### config.mk
export PLATFORM = sky130hd
export DESIGN_NAME = bitmap_slot_allocator_top
export DESIGN_NICKNAME = d
export VERILOG_FILES = /design/src/hdl/bsa_pkg.sv /design/src/hdl/bsa_ram.sv /design/src/hdl/bitmap_slot_allocator_top.sv
export SDC_FILE = /design/constraint.sdc
export NUM_CORES = 1
export LEC_CHECK = 0
export BUFFER_PORTS_ARGS = -buffer_cell sky130_fd_sc_hd__buf_2
export CAP_MARGIN = 20
export CORE_MARGIN = 2
export CORE_UTILIZATION = 49
export DETAILED_ROUTE_END_ITERATION = 8
export PLACE_DENSITY = 0.67
export SLEW_MARGIN = 10
export SYNTH_ARGS = -nofsm -noshare
export SYNTH_HDL_FRONTEND = slang
export SYNTH_SLANG_ARGS = --single-unit
### constraint.sdc
create_clock -name clock -period 3.45 [get_ports clock]
set_clock_uncertainty 0.2 [all_clocks]
set_input_delay 0.69 -clock clock [delete_from_list [all_inputs] [get_ports clock]]
set_output_delay 0.69 -clock clock [all_outputs]
set_load 0.1 [all_outputs]
### src/hdl/bsa_pkg.sv
`default_nettype none
// ----------------------------------------------------------------------------
// bsa_pkg
// Shared sizes, constants and types of the bitmap slot allocator.
// ----------------------------------------------------------------------------
package bsa_pkg;

   localparam int SLOTS     = 128;
   localparam int MAP_BYTES = (SLOTS + 7) / 8;
   localparam int ADDR_W    = (MAP_BYTES > 1) ? $clog2(MAP_BYTES) : 1;
   localparam int BYTE_W    = 8;
   localparam int BIT_W     = 3;
   localparam int IDX_W     = 7;
   localparam int WIDE_W    = 16;

   localparam logic [BYTE_W-1:0] FULL_BYTE = 8'hFF;
   // bits of the last byte that name no slot; treated as busy by the search
   localparam logic [BYTE_W-1:0] PAD_MASK  =
      ((SLOTS % 8) == 0) ? 8'h00 : BYTE_W'(8'hFF << (SLOTS % 8));
   localparam logic [ADDR_W-1:0] LAST_ADDR = ADDR_W'(MAP_BYTES - 1);

   localparam logic ACT_BORROW = 1'b0;
   localparam logic ACT_RETURN = 1'b1;

   typedef enum logic [0:0] {
      S_IDLE,
      S_MODIFY
   } state_type;

endpackage : bsa_pkg
`default_nettype wire

### src/hdl/bsa_ram.sv
`default_nettype none
// ----------------------------------------------------------------------------
// bsa_ram
// Generic single-write, single-read RAM with registered read data.
// ----------------------------------------------------------------------------
module bsa_ram #(
   parameter int WIDTH = 8,
   parameter int DEPTH = 16
) (
   input  wire logic                                    clock,
   input  wire logic                                    wr_en,
   input  wire logic [((DEPTH > 1) ? $clog2(DEPTH) : 1)-1:0] wr_addr,
   input  wire logic [WIDTH-1:0]                        wr_data,
   input  wire logic                                    rd_en,
   input  wire logic [((DEPTH > 1) ? $clog2(DEPTH) : 1)-1:0] rd_addr,
   output      logic [WIDTH-1:0]                        rd_data
);

   logic [WIDTH-1:0] mem_ff [DEPTH];
   logic [WIDTH-1:0] rd_data_ff;

   always_ff @(posedge clock) begin
      if (wr_en) begin
         mem_ff[wr_addr] <= wr_data;
      end
      if (rd_en) begin
         rd_data_ff <= mem_ff[rd_addr];
      end
   end

   assign rd_data = rd_data_ff;

endmodule : bsa_ram
`default_nettype wire

### src/hdl/bitmap_slot_allocator_top.sv
`default_nettype none
// ----------------------------------------------------------------------------
// bitmap_slot_allocator_top
// First-fit slot allocator over a byte-packed busy bitmap held in RAM.
// ----------------------------------------------------------------------------
// A borrow transaction (action 0) takes the lowest-numbered free slot, marks
// it busy and returns its index with ok set; with every slot busy it returns
// ok clear and slot 0. A return transaction (action 1) frees the given slot
// and echoes its index with ok set, or with ok clear and no change when the
// index is outside the pool. The busy bitmap lives in a 16 x 8 RAM, one byte
// per eight slots, beside a 16-bit register that marks each full byte. A
// borrow picks the first non-full byte from that summary, reads the byte and
// sets its lowest clear bit. A transaction issues the RAM read when it is
// accepted and modifies and writes back the byte in the modify state. The
// next request is taken in the cycle after the write, so the read always
// sees fresh data. A result that is not yet taken holds the write-back until
// the output frees. Per-byte valid flops, cleared by reset, make the whole
// map read as free straight out of reset with no clearing pass.
// ----------------------------------------------------------------------------
module bitmap_slot_allocator_top (
   input  wire logic                        clock,
   input  wire logic                        reset,
   input  wire logic                        req_valid,
   output      logic                        req_ready,
   input  wire logic                        req_action,
   input  wire logic [bsa_pkg::IDX_W-1:0]   req_slot_index,
   output      logic                        rsp_valid,
   input  wire logic                        rsp_ready,
   output      logic                        rsp_ok,
   output      logic [bsa_pkg::IDX_W-1:0]   rsp_granted_slot
);

   // --- state ---------------------------------------------------------------
   bsa_pkg::state_type state_ff, state_in;

   logic [bsa_pkg::MAP_BYTES-1:0] full_ff, full_in;    // byte is fully busy
   logic [bsa_pkg::MAP_BYTES-1:0] valid_ff, valid_in;  // byte written since reset

   // captured transaction
   logic                         action_ff, action_in;
   logic [bsa_pkg::IDX_W-1:0]    idx_ff, idx_in;
   logic [bsa_pkg::ADDR_W-1:0]   addr_ff, addr_in;
   logic                         miss_ff, miss_in;     // pool full or bad index

   // output register
   logic                         rsp_valid_ff, rsp_valid_in;
   logic                         rsp_ok_ff, rsp_ok_in;
   logic [bsa_pkg::IDX_W-1:0]    rsp_slot_ff, rsp_slot_in;

   // --- control -------------------------------------------------------------
   logic accept;
   logic out_free;
   logic finish;
   logic ram_rd_en;
   logic ram_wr_en;

   // --- datapath ------------------------------------------------------------
   logic [bsa_pkg::ADDR_W-1:0]   free_addr;
   logic                         all_full;
   logic [bsa_pkg::WIDE_W-1:0]   idx_wide;
   logic [bsa_pkg::ADDR_W-1:0]   ret_addr;
   logic                         idx_in_range;
   logic [bsa_pkg::ADDR_W-1:0]   rd_addr;
   logic [bsa_pkg::BYTE_W-1:0]   ram_rd_data;
   logic [bsa_pkg::BYTE_W-1:0]   cur_byte;
   logic [bsa_pkg::BYTE_W-1:0]   search_byte;
   logic [bsa_pkg::BIT_W-1:0]    free_bit;
   logic [bsa_pkg::BYTE_W-1:0]   new_byte;
   logic                         new_full;
   logic [bsa_pkg::WIDE_W-1:0]   grant_wide;

   // first non-full byte from the summary
   always_comb begin
      free_addr = '0;
      for (int i = bsa_pkg::MAP_BYTES - 1; i >= 0; i--) begin
         if (!full_ff[i]) begin
            free_addr = bsa_pkg::ADDR_W'(i);
         end
      end
      all_full = &full_ff;
   end

   assign idx_wide     = bsa_pkg::WIDE_W'(req_slot_index);
   assign ret_addr     = bsa_pkg::ADDR_W'(idx_wide >> bsa_pkg::BIT_W);
   assign idx_in_range = idx_wide < bsa_pkg::WIDE_W'(bsa_pkg::SLOTS);
   assign rd_addr      = (req_action == bsa_pkg::ACT_BORROW) ? free_addr : ret_addr;

   bsa_ram #(
      .WIDTH (bsa_pkg::BYTE_W),
      .DEPTH (bsa_pkg::MAP_BYTES)
   ) u_map_ram (
      .clock   (clock),
      .wr_en   (ram_wr_en),
      .wr_addr (addr_ff),
      .wr_data (new_byte),
      .rd_en   (ram_rd_en),
      .rd_addr (rd_addr),
      .rd_data (ram_rd_data)
   );

   // modify step: never-written bytes read as all free
   always_comb begin
      cur_byte    = valid_ff[addr_ff] ? ram_rd_data : '0;
      search_byte = (addr_ff == bsa_pkg::LAST_ADDR) ? (cur_byte | bsa_pkg::PAD_MASK)
                                                    : cur_byte;
      free_bit = '0;
      for (int k = bsa_pkg::BYTE_W - 1; k >= 0; k--) begin
         if (!search_byte[k]) begin
            free_bit = bsa_pkg::BIT_W'(k);
         end
      end
      if (action_ff == bsa_pkg::ACT_BORROW) begin
         new_byte = cur_byte | (bsa_pkg::BYTE_W'(1) << free_bit);
      end else begin
         new_byte = cur_byte & ~(bsa_pkg::BYTE_W'(1) << idx_ff[bsa_pkg::BIT_W-1:0]);
      end
      new_full = ((addr_ff == bsa_pkg::LAST_ADDR) ? (new_byte | bsa_pkg::PAD_MASK)
                                                  : new_byte) == bsa_pkg::FULL_BYTE;
      grant_wide = (bsa_pkg::WIDE_W'(addr_ff) << bsa_pkg::BIT_W)
                 | bsa_pkg::WIDE_W'(free_bit);
   end

   // --- FSM: next state ------------------------------------------------------
   assign out_free = !rsp_valid_ff || rsp_ready;

   always_comb begin
      state_in = state_ff;
      case (state_ff)
         bsa_pkg::S_IDLE: begin
            if (req_valid) begin
               state_in = bsa_pkg::S_MODIFY;
            end
         end
         bsa_pkg::S_MODIFY: begin
            if (out_free) begin
               state_in = bsa_pkg::S_IDLE;
            end
         end
         default: state_in = bsa_pkg::S_IDLE;
      endcase
   end

   // --- FSM: outputs --------------------------------------------------------
   // nothing is taken while reset is held
   always_comb begin
      req_ready = 1'b0;
      finish    = 1'b0;
      case (state_ff)
         bsa_pkg::S_IDLE:   req_ready = !reset;
         bsa_pkg::S_MODIFY: finish    = out_free;
         default: begin
            req_ready = 1'b0;
            finish    = 1'b0;
         end
      endcase
   end

   assign accept    = req_valid && req_ready;
   assign ram_rd_en = accept;
   assign ram_wr_en = finish && !miss_ff;

   // --- register next values ------------------------------------------------
   always_comb begin
      action_in = action_ff;
      idx_in    = idx_ff;
      addr_in   = addr_ff;
      miss_in   = miss_ff;
      full_in   = full_ff;
      valid_in  = valid_ff;

      if (accept) begin
         action_in = req_action;
         idx_in    = req_slot_index;
         addr_in   = rd_addr;
         miss_in   = (req_action == bsa_pkg::ACT_BORROW) ? all_full : !idx_in_range;
      end

      if (ram_wr_en) begin
         valid_in[addr_ff] = 1'b1;
         full_in[addr_ff]  = (action_ff == bsa_pkg::ACT_BORROW) ? new_full : 1'b0;
      end
   end

   always_comb begin
      rsp_valid_in = rsp_valid_ff;
      rsp_ok_in    = rsp_ok_ff;
      rsp_slot_in  = rsp_slot_ff;
      if (rsp_valid_ff && rsp_ready) begin
         rsp_valid_in = 1'b0;
      end
      if (finish) begin
         rsp_valid_in = 1'b1;
         rsp_ok_in    = !miss_ff;
         if (action_ff == bsa_pkg::ACT_BORROW) begin
            rsp_slot_in = miss_ff ? '0 : grant_wide[bsa_pkg::IDX_W-1:0];
         end else begin
            rsp_slot_in = idx_ff;
         end
      end
   end

   // --- registers -----------------------------------------------------------
   always_ff @(posedge clock) begin
      if (reset) begin
         state_ff     <= bsa_pkg::S_IDLE;
         full_ff      <= '0;
         valid_ff     <= '0;
         rsp_valid_ff <= 1'b0;
      end else begin
         state_ff     <= state_in;
         full_ff      <= full_in;
         valid_ff     <= valid_in;
         rsp_valid_ff <= rsp_valid_in;
      end
      action_ff   <= action_in;
      idx_ff      <= idx_in;
      addr_ff     <= addr_in;
      miss_ff     <= miss_in;
      rsp_ok_ff   <= rsp_ok_in;
      rsp_slot_ff <= rsp_slot_in;
   end

   assign rsp_valid        = rsp_valid_ff;
   assign rsp_ok           = rsp_ok_ff;
   assign rsp_granted_slot = rsp_slot_ff;

endmodule : bitmap_slot_allocator_top
`default_nettype wire

==> flow_metrics.py, run 1 <==
metrics = {
    "run_status": {
        "status": "completed",
    },
    "clocking": {
        "h-tree-depth": 4,
        "clockRootBuffer": "clkbuf_16",
        "ctsResizeCount": 0,
        "ctsHoldBuffers": 0,
        "clk_pin_slew_ns": 0.07,
        "cts_buffers": 17,
        "cts.sinks": 191,
        "cts_tree": "built",
        "cts_buffer_depth": 2,
        "post-cts-setup-buffers": 0,
        "clock_latency_ns": 0.45,
    },
    "power": {
        "seqPwrFrac_pct": 53.6,
        "power_density_mw_per_mm2": 517,
        "p_switching_mw": 1.07,
        "ir_worst_vdd_mv": 0.318,
        "comb_power_share_pct": 5.8,
        "p_leak_nw": 3.11,
        "p_int_mw": 3.67,
        "power_switching_share_pct": 22.6,
        "power_frac_clock_pct": 40.7,
    },
    "worst_setup_path": {
        "setup.worst_path.class": "flip-flop to flip-flop",
        "crit_slowest_cell": "or4_1",
        "slowest_delay_ns": 0.55,
        "worstPathRequired_ns": 3.42,
        "crit_path_end_kind": "flip-flop",
        "cpMostUsedCell": "nand2_1",
        "critPathArrivalTime_ns": 3.26,
        "worstPathCellList": "nand2_1, o2111ai_1, a221o_1, and2_1, inv_2, nand2_1, o22ai_1, or4_1",
        "critPathMaxFanout": 19,
        "start_kind": "flip-flop",
    },
    "layout": {
        "stdcell_count": 900,
        "finalInstanceArea_sq_mm": 0.00918,
        "fin_util_pct": 57.4,
        "drive_gt1_share_pct": 16.5,
        "area_growth_pct": 13.6,
        "fill_cells": 1289,
        "antenna_cells": 0,
        "nNetsFinal": 683,
    },
    "die": {
        "dieArea_sq_mm": 0.0175,
        "placementRows": 46,
        "start_util_pct": 50.5,
        "dieHeight_um": 132,
        "io_pins": 22,
        "dieWidth_um": 132,
        "coreArea_sq_mm": 0.0160,
    },
    "drt": {
        "met1_length_mm": 8.38,
        "wl_met3_mm": 1.49,
        "drcViolationCount": 0,
        "first_pass_iters": 6,
        "maxUsedRoutingLayer": "met4",
        "drt_wl_total_mm": 20.1,
        "vias": 5600,
        "wire_per_inst_um": 22.3,
        "drtIter0Drc": 671,
        "postRouteAntennaNets": 0,
        "wl_met2_mm": 9.63,
        "viasPerCell": 6.22,
    },
    "synthesis": {
        "ys_async_sr_fraction_pct": 0,
        "synthTopCellsByArea": "edfxtp_1 (58%), dfxtp_1 (8.4%), nand2_1 (2.6%), nand4_1 (2.5%), mux2i_1 (2.1%)",
        "seq_area_frac_synth_pct": 66.8,
        "synth_edf_count": 157,
        "yosysTopAreaCellShare_pct": 58.4,
        "syn_nets": 636,
        "synth_area_sq_mm": 0.00808,
        "synth-seq-cells": 191,
        "syn_inst": 624,
        "ys.flop_type": "edfxtp_1",
        "yosysMostFrequentCell": "edfxtp_1",
        "yosysTopAreaCell": "edfxtp_1",
        "ys_top_cells_by_count": "edfxtp_1 (157), nand2_1 (55), nor2_1 (45), dfxtp_1 (34)",
        "ys_warn_count": 0,
        "synth_cell_types": 59,
        "avgSynthCellArea_sq_um": 12.9,
    },
    "timing": {
        "setup_viol": 0,
        "worstMarginPinSlew_ns": 1.04,
        "rsz0062_at_grt": "no",
        "min_period_over_period_pct": 95.4,
        "slew_headroom_pct": 30.9,
        "final-hold-violation-count": 0,
        "drv_slew": 0,
        "min_period_ns": 3.29,
        "fmax_ghz": 0.304,
    },
    "global_route": {
        "grt_pass1_wl_mm": 31.1,
        "grt_overflow_total": 0,
        "grt_usage_pct": 23.6,
        "antenna_found_initial": 0,
        "grt_max_degree": 37,
        "grt_pass1_vias": 5433,
    },
    "hold_path": {
        "hp-class": "primary input to flip-flop",
    },
    "placement": {
        "dp.cells": 868,
        "gp_congestion": 0.895,
        "hpwl_mm": 13.4,
        "dpl_cell_area_sq_mm": 0.00861,
        "portBuffers": 21,
    },
    "flow_run": {
        "max_cap_viol_count": 0,
    },
}
[registers in the layout, summed over array words and instances, names as in the netlist]
signal	count
rsp_granted_slot	7
addr_ff	4
u_map_ram.mem_ff	128
miss_ff	1
state_ff	1
valid_ff	16
rsp_ok	1
action_ff	1
full_ff	16
idx_ff	7
u_map_ram.rd_data	8
rsp_valid	1
[path summary, 6_finish.rpt]
path,startpoint,end,slack [ns],cells past startpoint
max,full_ff[13],u_map_ram.rd_data[1],0.16,8
min,req_slot_index[0],idx_ff[0],0.22,1
max reg2reg,full_ff[13],u_map_ram.rd_data[1],0.16,8
min reg2reg,valid_ff[14],valid_ff[14],0.25,2
[power by group through the flow]
stage | clock network (mW) | registers [mW] | logic, mW
6_report | 1.93 | 2.54 | 0.273
5_1_grt | 2.04 | 2.54 | 0.291
4_1_cts | 1.94 | 2.54 | 0.271
3_5_place_dp | 0 | 2.59 | 0.270
3_3_place_gp | 0 | 2.59 | 0.265
2_1_floorplan | 0 | 2.61 | 0.155
[per-stage QoR]
step           total power [mW]  worst slack [ns]  TNS (ns)  hold slack [ns]
3_5_place_dp               2.86            -0.172    -0.881            0.247
5_1_grt                    4.87           0.00907         0            0.210
3_3_place_gp               2.85            -0.167    -0.880            0.233
4_1_cts                    4.75             0.224         0            0.216
6_report                   4.74             0.160         0            0.221
2_1_floorplan              2.77             0.355         0            0.222
[per-layer routing]
metal | vias to the layer above | global-route usage [%]
met4 | 0 | 9.92
met1 | 2798 | 31.4
met5 | - | 0
met3 | 35 | 5.50
met2 | 255 | 37.6
li1 | 2512 | -
[critical path: cells and delay by family (launching register included)]
family          cells  cell delay [ns]
compound gates      3             0.58
buf+inv             1             0.31
simple gates        4             1.52
flops               1             0.40
[cell usage in the layout, fill, tap and decap left out, types with 12 or more instances in the layout]
cell type	instances
dfxtp_1	34
clkbuf_16	17
edfxtp_1	157
mux2i_1	17
buf_2	21
nand2b_1	14
a32oi_1	15
nand4_1	32
o21ai_0	22
nand2_1	55
buf_4	36
a21oi_1	12
nor2_1	44
inv_1	24
nand3_1	32
[cells by family (layout without fill, tap and decap cells)]
kind of cell	after synthesis	count (layout)	synth area share, %
AOI/OAI and AO/OA	113	113	10.3
and+or+nand+nor	235	235	15.6
buffers and inverters	55	115	2.87
DFF	191	191	66.8
muxes	30	30	4.48
[layout make-up]
cell class / count / area [sq um] / share of cell area (%)
sequential: 191 / 5400 / 58.8
tap: 216 / 270 / 2.94
clock buffer: 20 / 437 / 4.76
clock inverter: 12 / 131 / 1.43
multi-input combinational: 378 / 2470 / 26.9
timing repair buffer: 57 / 375 / 4.09
inverter: 26 / 100 / 1.09
No activity file was read; power rests on OpenSTA's default activity.
==> inputs of run 2 (changes only) <==
--- a/config.mk
+++ b/config.mk
@@ -8,9 +8,9 @@
 export BUFFER_PORTS_ARGS = -buffer_cell sky130_fd_sc_hd__buf_2
 export CAP_MARGIN = 20
 export CORE_MARGIN = 2
-export CORE_UTILIZATION = 49
+export CORE_UTILIZATION = 62
 export DETAILED_ROUTE_END_ITERATION = 8
-export PLACE_DENSITY = 0.67
+export PLACE_DENSITY = 0.81
 export SLEW_MARGIN = 10
 export SYNTH_ARGS = -nofsm -noshare
 export SYNTH_HDL_FRONTEND = slang
==> run 2 against run 1 <==
Compared with the run above:
- first-iteration DRC count rose by 28%
- combinational power about the same
- clock power increased by 4%
- maximum frequency rose by 2.4%
- register-to-register slack improved by 0.08 ns
- routed wire length grew 2.3%
- via count grew 1.2%
- critical path depth unchanged
- flip-flop and latch count stayed put
- critical endpoint is now u_map_ram.rd_data[5]
- largest cell class unchanged
==> flow_metrics.py, run 2 (synthesis gave the netlist of run 1 again) <==
metrics = {
    "die": {
        "placementRows": 41,
        "coreArea_sq_mm": 0.0127,
        "dieHeight_um": 118,
        "io_pins": 22,
        "dieArea_sq_mm": 0.0140,
        "start_util_pct": 63.7,
        "dieWidth_um": 118,
    },
    "placement": {
        "dp.cells": 821,
        "dpl_cell_area_sq_mm": 0.00853,
        "place_worst_setup_slack_ns": 0.0913,
        "hpwl_mm": 13.5,
        "portBuffers": 21,
        "gp_congestion": 0.943,
    },
    "drt": {
        "postRouteAntennaNets": 0,
        "drcViolationCount": 0,
        "first_pass_iters": 6,
        "vias": 5668,
        "viasPerCell": 6.64,
        "wire_per_inst_um": 24.1,
        "drt_wl_total_mm": 20.5,
        "drtIter0Drc": 859,
    },
    "global_route": {
        "grt_pass1_vias": 5452,
        "grt_usage_pct": 30.9,
        "antenna_found_initial": 1,
        "grt_overflow_total": 0,
        "grt_pass1_wl_mm": 32.1,
        "grt_max_degree": 37,
    },
    "power": {
        "comb_power_share_pct": 5.7,
        "ir_worst_vdd_mv": 0.431,
        "p_leak_nw": 3.11,
        "power_frac_clock_pct": 41.6,
        "power_density_mw_per_mm2": 526,
        "power_switching_share_pct": 24.4,
        "p_switching_mw": 1.17,
        "power_mw": 4.81,
        "seqPwrFrac_pct": 52.8,
        "p_int_mw": 3.64,
    },
    "flow_run": {
        "max_cap_viol_count": 0,
    },
    "timing": {
        "fin_setup_tns_ns": 0,
        "min_period_over_period_pct": 93.2,
        "worstMarginPinSlew_ns": 1.25,
        "setup_viol": 0,
        "fmax_ghz": 0.311,
        "min_period_ns": 3.21,
        "drv_slew": 0,
        "layout_setup_ws_ns": 0.235,
        "rsz0062_at_grt": "no",
        "slew_headroom_pct": 16.4,
        "final-hold-violation-count": 0,
    },
    "clocking": {
        "clockRootBuffer": "clkbuf_16",
        "cts.sinks": 191,
        "post-cts-setup-buffers": 0,
        "cts_buffers": 17,
        "clk_pin_slew_ns": 0.07,
        "ctsHoldBuffers": 0,
        "cts_tree": "built",
        "clock_latency_ns": 0.45,
        "h-tree-depth": 4,
        "ctsResizeCount": 0,
        "cts_buffer_depth": 2,
    },
    "layout": {
        "fill_cells": 833,
        "reg.largest.list": "u_map_ram.mem_ff: 128 flops, full_ff: 16 flops, valid_ff: 16 flops",
        "finalInstanceArea_sq_mm": 0.00914,
        "area_growth_pct": 13.2,
        "stdcell_count": 853,
        "seq_area_sq_mm": 0.00540,
        "largest_reg_flops": 128,
        "drive_gt1_share_pct": 16.9,
        "antenna_cells": 0,
        "regMostFlops": "u_map_ram.mem_ff",
        "final_common_cell": "edfxtp_1",
        "nNetsFinal": 680,
        "most-common-layout-cells": "edfxtp_1 (157), nand2_1 (55), nor2_1 (44)",
        "multi_input_area_sq_mm": 0.00247,
    },
    "run_status": {
        "status": "completed",
    },
    "worst_setup_path": {
        "reg2reg_to": "u_map_ram.rd_data[5]",
        "start_kind": "flip-flop",
        "worstPathRequired_ns": 3.43,
        "crit_path_end_kind": "flip-flop",
        "critPathArrivalTime_ns": 3.20,
        "timing.rr.start": "full_ff[7]",
        "crit_start": "full_ff[7]",
        "critPathMaxFanout": 34,
        "reg2reg_depth": 8,
        "r2r_slack_ns": 0.24,
        "setup.worst_path.class": "flip-flop to flip-flop",
        "crit_end": "u_map_ram.rd_data[5]",
    },
    "hold_path": {
        "hp-class": "primary input to flip-flop",
    },
}
-- run 2: cell types whose count changed in the layout (fill, tap and decap cells not counted), sizes merged --
cell    before  now
inv         31   35
buf         57   54
clkbuf      20   17
bufinv       2    1
-- run 2: cell type report --
type,instances,area share (%)
repair buffers,54,3.86
clock buffers,17,4.65
well taps,172,2.35
inverters,26,1.09
multi-input cells,378,27.0
flip-flops and latches,191,59.0
clock inverters,15,2.04
-- run 2: worst min path at each step --
| stage | start | cells after the start | to | slack [ns] |
|---|---|---|---|---|
| after floorplan | valid_ff[14] | 2 | valid_ff[14] | 0.22 |
| after global placement | valid_ff[11] | 2 | valid_ff[11] | 0.23 |
| after detailed placement | valid_ff[9] | 2 | valid_ff[9] | 0.25 |
| after CTS | req_slot_index[2] | 1 | idx_ff[2] | 0.21 |
| after global routing | req_slot_index[1] | 1 | idx_ff[1] | 0.21 |
| final | req_slot_index[2] | 1 | idx_ff[2] | 0.22 |
-- run 2: critical path, cell delays in order, from the launching register on --
cell and delay (ns):
dfxtp_1 0.45, nand4_1 0.12, a31o_1 0.38, and3_4 0.30, nor2_8 0.13, inv_4 0.17
a32oi_1 0.46, o211ai_1 0.17, or4_1 0.54
-- run 2: power by group through the flow --
| stage | registers, mW | logic, mW | clock network, mW |
|---|---|---|---|
| finish | 2.54 | 0.272 | 2.00 |
| global route | 2.54 | 0.289 | 2.11 |
| CTS | 2.54 | 0.268 | 2.01 |
| detailed placement | 2.59 | 0.266 | 0 |
| global placement | 2.59 | 0.259 | 0 |
| floorplan | 2.61 | 0.155 | 0 |
-- run 2: per-layer routing --
layer / vias to the layer above / wire length [um] / track usage, %
li1: 2511 / - / -
met1: 2749 / 8270 / 43.9
met3: 46 / 2250 / 7.96
met5: - / 0 / 0
met4: 0 / 622 / 12.3
met2: 362 / 9390 / 46.0
-- run 2: metrics by stage --
step	utilization, %	hold WS [ns]
2_1_floorplan	-	0.222
3_3_place_gp	67.3	0.231
3_5_place_dp	67.3	0.248
4_1_cts	72.2	0.209
5_1_grt	72.2	0.213
6_report	72.2	0.218
